`src/smeu_pkg.sv`:
```
package smeu_pkg;

  typedef enum logic [3:0] {
    OP_PUSH        = 4'd0,
    OP_LOAD_STATIC = 4'd1,
    OP_STORE_STATIC = 4'd2,
    OP_ADD         = 4'd3,
    OP_SUB         = 4'd4,
    OP_MUL         = 4'd5,
    OP_DIV         = 4'd6,
    OP_JZ          = 4'd7,
    OP_JNEG        = 4'd8,
    OP_JPOS        = 4'd9,
    OP_STORE_LOCAL = 4'd10,
    OP_LOAD_LOCAL  = 4'd11
  } opcode_e;

  typedef enum logic [2:0] {
    STAT_OK     = 3'd0,
    STAT_UNDER  = 3'd1,
    STAT_OVER   = 3'd2,
    STAT_DIVZ   = 3'd3,
    STAT_BADIDX = 3'd4
  } status_e;

  typedef enum logic [1:0] {
    ALU_ADD,
    ALU_SUB,
    ALU_MUL,
    ALU_DIV
  } alu_op_e;

  typedef enum logic [1:0] {
    S_IDLE,
    S_EXEC,
    S_CALC,
    S_OUT
  } state_e;

  typedef struct packed {
    logic    start;
    alu_op_e op;
  } alu_req_t;

  localparam int unsigned WordW = 32;

endpackage

```
`src/smeu_ram.sv`:
```
module smeu_ram #(
  parameter int unsigned WIDTH = 32,
  parameter int unsigned DEPTH = 64
) (
  input  logic                                   clk_i,
  input  logic                                   we_i,
  input  logic [(DEPTH > 1 ? $clog2(DEPTH) : 1)-1:0] waddr_i,
  input  logic [WIDTH-1:0]                       wdata_i,
  input  logic                                   re_i,
  input  logic [(DEPTH > 1 ? $clog2(DEPTH) : 1)-1:0] raddr_i,
  output logic [WIDTH-1:0]                       rdata_o
);

  logic [WIDTH-1:0] mem_q [DEPTH];
  logic [WIDTH-1:0] rdata_q;

  always_ff @(posedge clk_i) begin
    if (we_i) begin
      mem_q[waddr_i] <= wdata_i;
    end
    if (re_i) begin
      rdata_q <= mem_q[raddr_i];
    end
  end

  assign rdata_o = rdata_q;

endmodule

```
`src/smeu_slots.sv`:
```
module smeu_slots #(
  parameter int unsigned COUNT = 16
) (
  input  logic                                   clk_i,
  input  logic                                   rst_ni,
  input  logic                                   we_i,
  input  logic [(COUNT > 1 ? $clog2(COUNT) : 1)-1:0] waddr_i,
  input  logic [smeu_pkg::WordW-1:0]             wdata_i,
  input  logic                                   re_i,
  input  logic [(COUNT > 1 ? $clog2(COUNT) : 1)-1:0] raddr_i,
  output logic [smeu_pkg::WordW-1:0]             rdata_o
);

  localparam int unsigned AW = (COUNT > 1) ? $clog2(COUNT) : 1;

  // one written flag per slot; an unwritten slot reads as zero
  logic [(2**AW)-1:0]          written_q;
  logic                        rd_written_q;
  logic [smeu_pkg::WordW-1:0]  ram_rdata;

  smeu_ram #(
    .WIDTH (smeu_pkg::WordW),
    .DEPTH (COUNT)
  ) u_ram (
    .clk_i   (clk_i),
    .we_i    (we_i),
    .waddr_i (waddr_i),
    .wdata_i (wdata_i),
    .re_i    (re_i),
    .raddr_i (raddr_i),
    .rdata_o (ram_rdata)
  );

  always_ff @(posedge clk_i or negedge rst_ni) begin
    if (!rst_ni) begin
      written_q    <= '0;
      rd_written_q <= 1'b0;
    end else begin
      if (we_i) begin
        written_q[waddr_i] <= 1'b1;
      end
      if (re_i) begin
        rd_written_q <= written_q[raddr_i];
      end
    end
  end

  assign rdata_o = rd_written_q ? ram_rdata : '0;

endmodule

```
`src/smeu_alu.sv`:
```
module smeu_alu (
  input  logic                        clk_i,
  input  logic                        rst_ni,
  input  smeu_pkg::alu_req_t          req_i,
  input  logic [smeu_pkg::WordW-1:0]  a_i,
  input  logic [smeu_pkg::WordW-1:0]  b_i,
  output logic                        done_o,
  output logic [smeu_pkg::WordW-1:0]  result_o
);

  localparam int unsigned W  = smeu_pkg::WordW;
  localparam int unsigned CW = $clog2(W);

  logic          busy_q, busy_d;
  logic          done_q, done_d;
  logic [CW-1:0] cnt_q, cnt_d;
  logic          neg_q, neg_d;
  logic [W-1:0]  rem_q, rem_d;
  logic [W-1:0]  quo_q, quo_d;
  logic [W-1:0]  den_q, den_d;
  logic [W-1:0]  res_q, res_d;
  logic [W:0]    trial;
  logic [W-1:0]  quo_step;

  // one restoring step per cycle on magnitudes, sign fixed at the end
  always_comb begin
    trial    = {rem_q, quo_q[W-1]} - {1'b0, den_q};
    quo_step = {quo_q[W-2:0], ~trial[W]};

    busy_d = busy_q;
    done_d = 1'b0;
    cnt_d  = cnt_q;
    neg_d  = neg_q;
    rem_d  = rem_q;
    quo_d  = quo_q;
    den_d  = den_q;
    res_d  = res_q;

    if (busy_q) begin
      quo_d = quo_step;
      rem_d = trial[W] ? {rem_q[W-2:0], quo_q[W-1]} : trial[W-1:0];
      cnt_d = cnt_q + CW'(1);
      if (cnt_q == CW'(W - 1)) begin
        busy_d = 1'b0;
        done_d = 1'b1;
        res_d  = neg_q ? (~quo_step + W'(1)) : quo_step;
      end
    end else if (req_i.start) begin
      unique case (req_i.op)
        smeu_pkg::ALU_ADD: begin
          res_d  = a_i + b_i;
          done_d = 1'b1;
        end
        smeu_pkg::ALU_SUB: begin
          res_d  = a_i - b_i;
          done_d = 1'b1;
        end
        smeu_pkg::ALU_MUL: begin
          res_d  = a_i * b_i;
          done_d = 1'b1;
        end
        smeu_pkg::ALU_DIV: begin
          busy_d = 1'b1;
          cnt_d  = '0;
          neg_d  = a_i[W-1] ^ b_i[W-1];
          rem_d  = '0;
          quo_d  = a_i[W-1] ? (~a_i + W'(1)) : a_i;
          den_d  = b_i[W-1] ? (~b_i + W'(1)) : b_i;
        end
        default: ;
      endcase
    end
  end

  always_ff @(posedge clk_i or negedge rst_ni) begin
    if (!rst_ni) begin
      busy_q <= 1'b0;
      done_q <= 1'b0;
      cnt_q  <= '0;
    end else begin
      busy_q <= busy_d;
      done_q <= done_d;
      cnt_q  <= cnt_d;
    end
  end

  always_ff @(posedge clk_i) begin
    neg_q <= neg_d;
    rem_q <= rem_d;
    quo_q <= quo_d;
    den_q <= den_d;
    res_q <= res_d;
  end

  assign done_o   = done_q;
  assign result_o = res_q;

endmodule

```
`src/stack_machine_execute_unit.sv`:
```
// Channel | Direction | Handshake              | Payload
// in      | input     | in_valid_i / in_stall_o  | opcode_i, operand_i
// out     | output    | out_valid_o / out_stall_i | top_value_o, depth_o, branch_taken_o,
//         |           |                        | branch_target_o, status_o
//
// One instruction at a time: add, sub and mul take one pass through the shared ALU, and div
// runs through it one quotient bit a cycle. The stack memory read is issued at transfer, and
// the push and load write-back comes in the execute state that follows. A new instruction is
// taken while the previous result sits in the output register; a stalled output holds the
// next result back until it drains.
// Reset clears depth, control and the slot written flags; no clearing pass.
module stack_machine_execute_unit #(
  parameter int unsigned STACK_DEPTH  = 64,
  parameter int unsigned LOCAL_COUNT  = 16,
  parameter int unsigned STATIC_COUNT = 16
) (
  input  logic                                 clk_i,
  input  logic                                 rst_ni,
  input  logic                                 in_valid_i,
  output logic                                 in_stall_o,
  input  logic [3:0]                           opcode_i,
  input  logic [31:0]                          operand_i,
  output logic                                 out_valid_o,
  input  logic                                 out_stall_i,
  output logic signed [31:0]                   top_value_o,
  output logic [$clog2(STACK_DEPTH + 1)-1:0]   depth_o,
  output logic                                 branch_taken_o,
  output logic [31:0]                          branch_target_o,
  output logic [2:0]                           status_o
);

  localparam int unsigned W   = smeu_pkg::WordW;
  localparam int unsigned SAW = $clog2(STACK_DEPTH);
  localparam int unsigned SPW = $clog2(STACK_DEPTH + 1);
  localparam int unsigned LAW = (LOCAL_COUNT > 1) ? $clog2(LOCAL_COUNT) : 1;
  localparam int unsigned GAW = (STATIC_COUNT > 1) ? $clog2(STATIC_COUNT) : 1;

  smeu_pkg::state_e  state_q, state_d;
  logic [3:0]        opcode_q;
  logic [W-1:0]      operand_q;
  logic [SPW-1:0]    sp_q, sp_d;
  logic [W-1:0]      tos_q, tos_d;
  smeu_pkg::status_e res_status_q, res_status_d;
  logic              res_taken_q, res_taken_d;
  logic [W-1:0]      res_target_q, res_target_d;

  logic              out_valid_q, out_valid_d;
  logic              out_load;
  logic [W-1:0]      out_top_q;
  logic [SPW-1:0]    out_depth_q;
  logic              out_taken_q;
  logic [W-1:0]      out_target_q;
  logic [2:0]        out_status_q;

  logic              transfer;
  logic              out_free;
  logic [SPW-1:0]    sp_m2;
  logic              full, has1, has2, local_ok, static_ok;

  logic              stk_we;
  logic [SAW-1:0]    stk_waddr;
  logic [W-1:0]      stk_wdata;
  logic [W-1:0]      below;
  logic              loc_we, sta_we;
  logic [W-1:0]      loc_rdata, sta_rdata;

  smeu_pkg::alu_req_t alu_req;
  logic               alu_done;
  logic [W-1:0]       alu_result;

  assign out_free   = !out_valid_q || !out_stall_i;
  assign in_stall_o = !((state_q == smeu_pkg::S_IDLE) ||
                        ((state_q == smeu_pkg::S_OUT) && out_free));
  assign transfer   = in_valid_i && !in_stall_o;

  assign sp_m2     = sp_q - SPW'(2);
  assign full      = (sp_q == SPW'(STACK_DEPTH));
  assign has1      = (sp_q != '0);
  assign has2      = (sp_q >= SPW'(2));
  assign local_ok  = (operand_q < W'(LOCAL_COUNT));
  assign static_ok = (operand_q < W'(STATIC_COUNT));

  // read of the entry under the top is issued at transfer, used in the execute cycle
  smeu_ram #(
    .WIDTH (W),
    .DEPTH (STACK_DEPTH)
  ) u_stack (
    .clk_i   (clk_i),
    .we_i    (stk_we),
    .waddr_i (stk_waddr),
    .wdata_i (stk_wdata),
    .re_i    (transfer),
    .raddr_i (sp_m2[SAW-1:0]),
    .rdata_o (below)
  );

  smeu_slots #(
    .COUNT (LOCAL_COUNT)
  ) u_locals (
    .clk_i   (clk_i),
    .rst_ni  (rst_ni),
    .we_i    (loc_we),
    .waddr_i (operand_q[LAW-1:0]),
    .wdata_i (tos_q),
    .re_i    (transfer),
    .raddr_i (operand_i[LAW-1:0]),
    .rdata_o (loc_rdata)
  );

  smeu_slots #(
    .COUNT (STATIC_COUNT)
  ) u_statics (
    .clk_i   (clk_i),
    .rst_ni  (rst_ni),
    .we_i    (sta_we),
    .waddr_i (operand_q[GAW-1:0]),
    .wdata_i (tos_q),
    .re_i    (transfer),
    .raddr_i (operand_i[GAW-1:0]),
    .rdata_o (sta_rdata)
  );

  smeu_alu u_alu (
    .clk_i    (clk_i),
    .rst_ni   (rst_ni),
    .req_i    (alu_req),
    .a_i      (below),
    .b_i      (tos_q),
    .done_o   (alu_done),
    .result_o (alu_result)
  );

  always_comb begin
    state_d      = state_q;
    sp_d         = sp_q;
    tos_d        = tos_q;
    res_status_d = res_status_q;
    res_taken_d  = res_taken_q;
    res_target_d = res_target_q;
    stk_we       = 1'b0;
    stk_waddr    = sp_q[SAW-1:0];
    stk_wdata    = operand_q;
    loc_we       = 1'b0;
    sta_we       = 1'b0;
    alu_req      = '{start: 1'b0, op: smeu_pkg::ALU_ADD};
    out_load     = 1'b0;

    unique case (state_q)
      smeu_pkg::S_IDLE: begin
        if (transfer) begin
          state_d = smeu_pkg::S_EXEC;
        end
      end

      smeu_pkg::S_EXEC: begin
        res_status_d = smeu_pkg::STAT_OK;
        res_taken_d  = 1'b0;
        res_target_d = '0;
        state_d      = smeu_pkg::S_OUT;
        unique case (opcode_q)
          smeu_pkg::OP_PUSH, smeu_pkg::OP_LOAD_STATIC, smeu_pkg::OP_LOAD_LOCAL: begin
            if (full) begin
              res_status_d = smeu_pkg::STAT_OVER;
            end else if ((opcode_q == smeu_pkg::OP_LOAD_STATIC) && !static_ok) begin
              res_status_d = smeu_pkg::STAT_BADIDX;
            end else if ((opcode_q == smeu_pkg::OP_LOAD_LOCAL) && !local_ok) begin
              res_status_d = smeu_pkg::STAT_BADIDX;
            end else begin
              if (opcode_q == smeu_pkg::OP_LOAD_STATIC) begin
                stk_wdata = sta_rdata;
              end else if (opcode_q == smeu_pkg::OP_LOAD_LOCAL) begin
                stk_wdata = loc_rdata;
              end
              stk_we = 1'b1;
              tos_d  = stk_wdata;
              sp_d   = sp_q + SPW'(1);
            end
          end
          smeu_pkg::OP_STORE_STATIC, smeu_pkg::OP_STORE_LOCAL: begin
            if (!has1) begin
              res_status_d = smeu_pkg::STAT_UNDER;
            end else if ((opcode_q == smeu_pkg::OP_STORE_STATIC) && !static_ok) begin
              res_status_d = smeu_pkg::STAT_BADIDX;
            end else if ((opcode_q == smeu_pkg::OP_STORE_LOCAL) && !local_ok) begin
              res_status_d = smeu_pkg::STAT_BADIDX;
            end else begin
              sta_we = (opcode_q == smeu_pkg::OP_STORE_STATIC);
              loc_we = (opcode_q == smeu_pkg::OP_STORE_LOCAL);
              tos_d  = below;
              sp_d   = sp_q - SPW'(1);
            end
          end
          smeu_pkg::OP_ADD, smeu_pkg::OP_SUB, smeu_pkg::OP_MUL, smeu_pkg::OP_DIV: begin
            if (!has2) begin
              res_status_d = smeu_pkg::STAT_UNDER;
            end else if ((opcode_q == smeu_pkg::OP_DIV) && (tos_q == '0)) begin
              res_status_d = smeu_pkg::STAT_DIVZ;
            end else begin
              alu_req.start = 1'b1;
              unique case (opcode_q)
                smeu_pkg::OP_ADD: alu_req.op = smeu_pkg::ALU_ADD;
                smeu_pkg::OP_SUB: alu_req.op = smeu_pkg::ALU_SUB;
                smeu_pkg::OP_MUL: alu_req.op = smeu_pkg::ALU_MUL;
                default:          alu_req.op = smeu_pkg::ALU_DIV;
              endcase
              state_d = smeu_pkg::S_CALC;
            end
          end
          smeu_pkg::OP_JZ, smeu_pkg::OP_JNEG, smeu_pkg::OP_JPOS: begin
            if (!has1) begin
              res_status_d = smeu_pkg::STAT_UNDER;
            end else begin
              unique case (opcode_q)
                smeu_pkg::OP_JZ:   res_taken_d = (tos_q == '0);
                smeu_pkg::OP_JNEG: res_taken_d = tos_q[W-1];
                default:           res_taken_d = !tos_q[W-1] && (tos_q != '0);
              endcase
              res_target_d = res_taken_d ? operand_q : '0;
              tos_d        = below;
              sp_d         = sp_q - SPW'(1);
            end
          end
          default: ;  // unused opcodes do nothing
        endcase
      end

      smeu_pkg::S_CALC: begin
        // the top two entries collapse into one, written where the lower operand sat
        stk_waddr = sp_m2[SAW-1:0];
        stk_wdata = alu_result;
        if (alu_done) begin
          stk_we  = 1'b1;
          tos_d   = alu_result;
          sp_d    = sp_q - SPW'(1);
          state_d = smeu_pkg::S_OUT;
        end
      end

      smeu_pkg::S_OUT: begin
        if (out_free) begin
          out_load = 1'b1;
          state_d  = transfer ? smeu_pkg::S_EXEC : smeu_pkg::S_IDLE;
        end
      end

      default: state_d = smeu_pkg::S_IDLE;
    endcase

    out_valid_d = out_load || (out_valid_q && out_stall_i);
  end

  always_ff @(posedge clk_i or negedge rst_ni) begin
    if (!rst_ni) begin
      state_q     <= smeu_pkg::S_IDLE;
      sp_q        <= '0;
      out_valid_q <= 1'b0;
    end else begin
      state_q     <= state_d;
      sp_q        <= sp_d;
      out_valid_q <= out_valid_d;
    end
  end

  always_ff @(posedge clk_i) begin
    tos_q        <= tos_d;
    res_status_q <= res_status_d;
    res_taken_q  <= res_taken_d;
    res_target_q <= res_target_d;
    if (transfer) begin
      opcode_q  <= opcode_i;
      operand_q <= operand_i;
    end
    if (out_load) begin
      out_top_q    <= (sp_q != '0) ? tos_q : '0;
      out_depth_q  <= sp_q;
      out_taken_q  <= res_taken_q;
      out_target_q <= res_target_q;
      out_status_q <= res_status_q;
    end
  end

  assign out_valid_o     = out_valid_q;
  assign top_value_o     = out_top_q;
  assign depth_o         = out_depth_q;
  assign branch_taken_o  = out_taken_q;
  assign branch_target_o = out_target_q;
  assign status_o        = out_status_q;

endmodule

```
`config.mk`:
```
export PLATFORM = sky130hd
export DESIGN_NAME = stack_machine_execute_unit
export DESIGN_NICKNAME = d
export VERILOG_FILES = /design/src/smeu_pkg.sv /design/src/smeu_ram.sv /design/src/smeu_slots.sv /design/src/smeu_alu.sv /design/src/stack_machine_execute_unit.sv
export SDC_FILE = /design/constraint.sdc
export NUM_CORES = 2
export LEC_CHECK = 0
export BUFFER_PORTS_ARGS = -buffer_cell sky130_fd_sc_hd__buf_2
export CAP_MARGIN = 40
export CORE_UTILIZATION = 54
export CTS_CLUSTER_SIZE = 20
export DETAILED_ROUTE_END_ITERATION = 12
export HOLD_SLACK_MARGIN = 0.06
export PLACE_DENSITY = 0.72
export SYNTH_ARGS = -nofsm -noshare
export SYNTH_HDL_FRONTEND = slang
export SYNTH_SLANG_ARGS = --single-unit
```
`constraint.sdc`:
```
create_clock -name clk_i -period 8.99 [get_ports clk_i]
set_input_delay 0.899 -clock clk_i [delete_from_list [all_inputs] [get_ports clk_i]]
set_output_delay 0.899 -clock clk_i [all_outputs]
set_load 0.02 [all_outputs]
```
## Word level (Yosys, flattened, before mapping)

Memory sizes are Yosys's and may differ from the RTL's. A register that Yosys moved wholly into a read port is not among the register bits.
Cells that the tools add are included.
Widths: inputs -> output; s select.

| word-level totals | value |
|---|---|
| register bits | 359 |
| bits in writable memories | 3,072 |
| output and inout bits | 77 |
| memories | 3 |

Memories:

| memory | words | bits a word | rd ports | clocked after Yosys merged registers in | wr ports | RTL line | source |
|---|---|---|---|---|---|---|---|
| u_stack.mem_q | 64 | 32 | 1 | 1 | 1 | smeu_ram.sv:14 | `logic [WIDTH-1:0] mem_q [DEPTH];` |
| u_locals.u_ram.mem_q | 16 | 32 | 1 | 1 | 1 | smeu_ram.sv:14 |  |
| u_statics.u_ram.mem_q | 16 | 32 | 1 | 1 | 1 | smeu_ram.sv:14 |  |

| operators by class | value |
|---|---|
| add/subtract/negate cells | 10 |
| multipliers | 1 |
| magnitude comparators | 5 |
| equal/unequal tests | 31 |
| muxes and demuxes | 112 |
| bitwise gates (word level) | 8 |
| reduce and logical (&&, ||, !) cells | 40 |

Operators with widths:

| cell | count |
|---|---|
| $mux 32 | 28 |
| $pmux 32 s3 | 2 |
| $pmux 32 s2 | 2 |
| $add 32x1->32 const B | 3 |
| $not 32->32 | 3 |
| $mux 7 | 8 |
| $mux 1 | 42 |
| $sub 33x32->33 | 1 |
| $add 32x32->32 | 1 |
| $logic_not 32->1 | 1 |
| $lt 32x5->1 const B | 1 |
| $mul 32x32->32 | 1 |
| $or 16x16->16 | 2 |
| $reduce_bool 32->1 | 1 |
| $sub 32x32->32 | 1 |
| $mux 31 | 1 |
| $mux 3 | 10 |
| $ne 3x3->1 const B | 7 |
| $pmux 7 s3 | 1 |
| $eq 4x3->1 const B | 4 |
| $eq 4x4->1 const B | 4 |
| $mux 5 | 3 |
| $pmux 7 s2 | 1 |
| $pmux 3 s4 | 1 |
| 39 further kinds | 78 |

## Longest topological paths before layout

| logic depth | value |
|---|---|
| depth after elaboration | 11 |
| mapped depth | 28 |
| mapped depth without buffers | 26 |

## Cells and area by module

A second synthesis with hierarchy kept.

| second synthesis, totals | value |
|---|---|
| cell total of the unflattened synthesis | 9,200 |
| area total of the unflattened synthesis | 157,946.5 µm² |

By module, submodules not included:

| module | times used | cells an instance | area an instance (µm²) | seq. area each (µm²) |
|---|---|---|---|---|
| smeu_ram (u_stack) | 1 | 3,511 | 79,359.9 | 62,459.9 |
| smeu_ram (u_locals.u_ram ...) | 2 | 838 | 20,155.6 | 16,335.7 |
| smeu_alu | 1 | 3,051 | 27,217.4 | 4,048.9 |
| stack_machine_execute_unit | 1 | 782 | 9,101.2 | 5,625.4 |
| smeu_slots | 2 | 90 | 978.4 | 425.4 |

## Least setup slack after synthesis

OpenSTA, ideal clock, no wires.

| timing path | value |
|---|---|
| kind | input port to flip-flop |
| start point | input out_stall_i |
| end point | register state_q[0] |
| arrival time | 10.403 ns |
| data required time | 8.881 ns |
| slack | -1.522 ns |
| stages on the path | 6 |
| path buffers | 0 |
| path through | nand2_1 and2_1 nor2_1 nor2b_1 a2111oi_0 o21ai_0 |

| on the way | value |
|---|---|
| cells in the longest elaborated chain, start to end | 8 |
| elaborated cells between the ends (all ways) | 11 |
| those cells by class | 2 x eq/ne; 3 x mux; 6 x reduce/logical |

RTL lines:

| what | RTL line | source |
|---|---|---|
| start: declaration | stack_machine_execute_unit.sv:24 | `input logic out_stall_i,` |
| $logic_not 1->1 (*) | stack_machine_execute_unit.sv:71 | `assign out_free = !out_valid_q \|\| !out_stall_i;` |
| $logic_or 1x1->1 (*) | stack_machine_execute_unit.sv:71 |  |
| $logic_and 1x1->1 (*) | stack_machine_execute_unit.sv:73 | `((state_q == smeu_pkg::S_OUT) && out_free));` |
| $logic_or 1x1->1 (*) | stack_machine_execute_unit.sv:72 | `assign in_stall_o = !((state_q == smeu_pkg::S_IDLE) \|\|` |
| $logic_and 1x1->1 (*) | stack_machine_execute_unit.sv:74 | `assign transfer = in_valid_i && !in_stall_o;` |
| net transfer | stack_machine_execute_unit.sv:55 | `logic transfer;` |
| $mux 1 | stack_machine_execute_unit.sv:242 | `state_d = transfer ? smeu_pkg::S_EXEC : smeu_pkg::S_IDLE;` |
| $mux 2 | stack_machine_execute_unit.sv:240 | `if (out_free) begin` |
| $pmux 2 s4 | stack_machine_execute_unit.sv:148 | `unique case (state_q)` |
| end signal: assignment | stack_machine_execute_unit.sv:254 | `state_q <= smeu_pkg::S_IDLE;` |
| end signal: assignment | stack_machine_execute_unit.sv:258 | `state_q <= state_d;` |
| end: declaration | stack_machine_execute_unit.sv:38 | `smeu_pkg::state_e state_q, state_d;` |

Mark *: on every way through the listed nets, which the timed path passes. The rest lies on a longest branch. The select of a mux whose other input is x is not followed.
A chain may end at the register's enable or synchronous reset.

## Worst setup path after layout

| timing path | value |
|---|---|
| start point | register tos_q[3] |
| end point | register u_alu.res_q[31] (netlist: u_alu.result_o[31]), data pin |

| on the way | value |
|---|---|
| cells in the longest elaborated chain, start to end | 10 |
| elaborated cells between the ends (all ways) | 15 |
| those cells by class | 2 x add/sub; 1 x mul; 2 x eq/ne; 7 x mux; 3 x reduce/logical |

RTL lines:

| what | RTL line | source |
|---|---|---|
| start: declaration | stack_machine_execute_unit.sv:42 | `logic [W-1:0] tos_q, tos_d;` |
| start signal: assignment | stack_machine_execute_unit.sv:265 | `tos_q <= tos_d;` |
| parallel branches: the longest is 7 deep, another holds $mul 32x32->32 | - |  |
| $pmux 32 s3 (*) | smeu_alu.sv:49 | `unique case (req_i.op)` |
| $mux 32 (*) | smeu_alu.sv:48 | `end else if (req_i.start) begin` |
| $mux 32 (*) | smeu_alu.sv:39 | `if (busy_q) begin` |
| net u_alu.res_d[31] | smeu_alu.sv:21 | `logic [W-1:0] res_q, res_d;` |
| end signal: assignment | smeu_alu.sv:92 | `res_q <= res_d;` |
| end: declaration | smeu_alu.sv:21 |  |

Mark *: on every way through the listed nets, which the timed path passes. The select of a mux whose other input is x is not followed.

==> impl_metrics.json <==
{
  "grt.busiest_layer": "met2",
  "crit_type": "flop to flop",
  "io_buffers": 116,
  "hold_buffers": 0,
  "layout_common_cells": "edfxtp_1 (3476), mux4_2 (991), nand2_1 (508)",
  "cts_tree": "yes",
  "n_fill_cell": 19900,
  "cts_sinks": 3527,
  "synthesis.nets": 9146,
  "synth-adder-area-share_pct": 6.87,
  "synthArstFlopShare_pct": 1.45,
  "synth_xor_area_share_pct": 1.45,
  "dp_slack_ps": 962,
  "synth_edf_count": 3476,
  "antenna_left": 0,
  "setup_tns_ps": 0,
  "cts_max_level": 5,
  "path_cells": "buf_4, nand2_1, fa_1, inv_1, fa_1, inv_1, fa_1, inv_1, fa_1, fa_1, inv_1, fa_1, fa_1, fa_1, xor2_1, xnor2_1, xnor2_1, xnor2_1, xnor2_1, xnor2_1, xnor2_1, xnor2_1, a2111o_1",
  "final_nets": 9481,
  "clk_pin_slew_ps": 60,
  "die_h_um": 541,
  "worst-path-max-fanout": 41,
  "grt_max_degree": 153,
  "drc": 0,
  "dieArea_um2": 292000,
  "layout_commonest_cell": "edfxtp_1",
  "avgSynthCellArea_um2": 18.4,
  "rsz0062_at_grt": "no",
  "synth_compound_area_share_pct": 2.79,
  "timing.critical_path.mode_cell": "fa_1",
  "crit_path_end_kind": "flop",
  "overflow": 0,
  "syn2layout_area_growth_pct": 12.2,
  "crit_buf_inv": 5,
  "post-cts-setup-buffers": 0,
  "min_period_over_period_pct": 90.1,
  "synthDistinctLibCells": 84,
  "ios": 117,
  "hold_violations": 0,
  "outcome": "completed",
  "synthMuxAreaShare_pct": 14.5,
  "synthCells": 8493,
  "ys_warn_count": 0,
  "maxSlewHeadroom_pct": 27.7,
  "yosys_most_used_dff": "edfxtp_1",
  "wl_per_cell_um": 33.1,
  "clk_path_buf_depth": 4,
  "worstPathArrival_ps": 8780,
  "syn_area_um2": 157000,
  "synth_top_family_by_area": "multiplexers",
  "ctsResizeCount": 0,
  "worst_path_max_delay_cell": "edfxtp_1",
  "first_global_vias": 85500,
  "drv_slew": 0,
  "met2_usage_pct": 46.5,
  "ys_ff_latch": 3527,
  "wirelength_um": 428000,
  "globalplace.congestion": 0.944,
  "setup_slack_ps": 888,
  "tightest_slew_ps": 1090,
  "startpoint_type": "flop",
  "grt_usage_pct": 29.5,
  "die_w_um": 541,
  "synth-seq-area-share_pct": 67.5,
  "cp_slowest_stage_delay_ps": 940,
  "coreArea_um2": 288000,
  "start_util_pct": 54.4,
  "final_layout_size_suffix_gt1_share_pct": 23.7,
  "clock_latency_ps": 960,
  "worstPathRequired_ps": 9670,
  "critPathTopFamily": "adder cells",
  "drtPass1Iterations": 10,
  "num_vias": 84700,
  "clock-root-buffer": "clkbuf_16",
  "grt_pass1_wl_um": 613000,
  "viasPerCell": 6.56,
  "whs_ps": 156,
  "yosys.area_share.simple_pct": 4.69,
  "met1_usage_pct": 41.2,
  "fin_skew_ps": 113,
  "drv_cap": 0,
  "post-route-min-period_ps": 8100,
  "antenna_found_initial": 40,
  "grt_use_met3_pct": 5.51,
  "rows": 197,
  "clock.fmax_ghz": 0.123,
  "drt_iter0_markers": 12100,
  "setup_viol": 0,
  "hp-class": "primary input to flop",
  "hpwlAfterDp_um": 254000,
  "cts_buffers": 352
}
==> routing by layer <==
layer | vias to the layer above | routed length [um]
li1 | 33800 | -
met1 | 44500 | 160000
met2 | 5492 | 203000
met3 | 939 | 45900
met4 | 18 | 18700
met5 | - | 133
==> registers in the layout, summed over array words and instances, names as in the netlist, 16 cells and up <==
| register | count |
|---|---|
| u_stack.mem_q | 2048 |
| u_locals.u_ram.mem_q | 512 |
| u_statics.u_ram.mem_q | 512 |
| branch_target_o | 32 |
| operand_q | 32 |
| res_target_q | 32 |
| top_value_o | 32 |
| tos_q | 32 |
| u_alu.den_q | 32 |
| u_alu.quo_q | 32 |
| u_alu.rem_q | 32 |
| u_alu.result_o | 32 |
| u_locals.u_ram.rdata_o | 32 |
| u_stack.rdata_o | 32 |
| u_statics.u_ram.rdata_o | 32 |
| u_locals.written_q | 16 |
| u_statics.written_q | 16 |
==> cells in the mapped netlist, drive strengths merged (16+ instances only) <==
cell	count	share of area [%]
edfxtp	3476	67
a21o	32	0.15
mux4	991	14
fa	410	5.2
nor4	16	0.073
buf	99	0.25
a31oi	17	0.068
and2	354	1.4
a21oi	153	0.49
nor2	214	0.52
nand2b	31	0.13
or3	31	0.12
or2	39	0.16
o21ai	194	0.62
mux2i	38	0.24
clkbuf	386	0.93
and3	80	0.32
ha	203	1.6
nand2	509	1.2
o31ai	39	0.19
xnor2	135	0.75
a22o	34	0.19
nor3	28	0.089
a211oi	46	0.22
dfrtp	51	0.81
nor2b	46	0.18
a221o	33	0.21
inv	440	1.1
o21a	24	0.12
xor2	125	0.70
nand3	77	0.25
==> cell type report <==
type                       count  area [um2]  share of cell area (%)
antenna                       10        25.0                  0.0142
clock buffer                 441        9270                    5.27
clock inverter               204        2100                    1.19
inverter                     443        1660                   0.946
multi-input combinational   4038       48400                    27.5
sequential                  3527      106000                    60.1
tap                         3781        4730                    2.69
timing repair buffer         466        3910                    2.23
==> path summary, 6_finish.rpt <==
check	start	end	slack, ps	depth (start not counted)
worst max-delay path	tos_q[3]	u_alu.result_o[31]	890	23
worst min-delay path	operand_i[22]	operand_q[22]	160	1
worst max register to register	tos_q[3]	u_alu.result_o[31]	890	23
worst min register to register	res_target_q[5]	branch_target_o[5]	400	0
max in group asynchronous	rst_ni	sp_q[1]	8050	2
min in group asynchronous	rst_ni	out_valid_o	200	2
==> metrics by stage <==
stage,instance area (um2),instances,utilization [%]
finish,176000,12900,61.0
global route,176000,12900,61.0
CTS,176000,12900,61.0
detailed placement,164000,12300,57.0
global placement,163000,12200,56.7
floorplan,157000,8493,-
==> logic make-up (layout without fill, tap and decap cells) <==
logic type	Yosys count	in the layout
flops	3527	3527
simple gates	1467	1467
mux	1031	1031
buf+inv	928	1554
compound gates	666	666
fa+ha+maj	614	614
xor+xnor	260	260
other cells	0	10
Power is not shown: default switching activity piles up to over one toggle a cycle in this logic, so the estimate is an artifact.
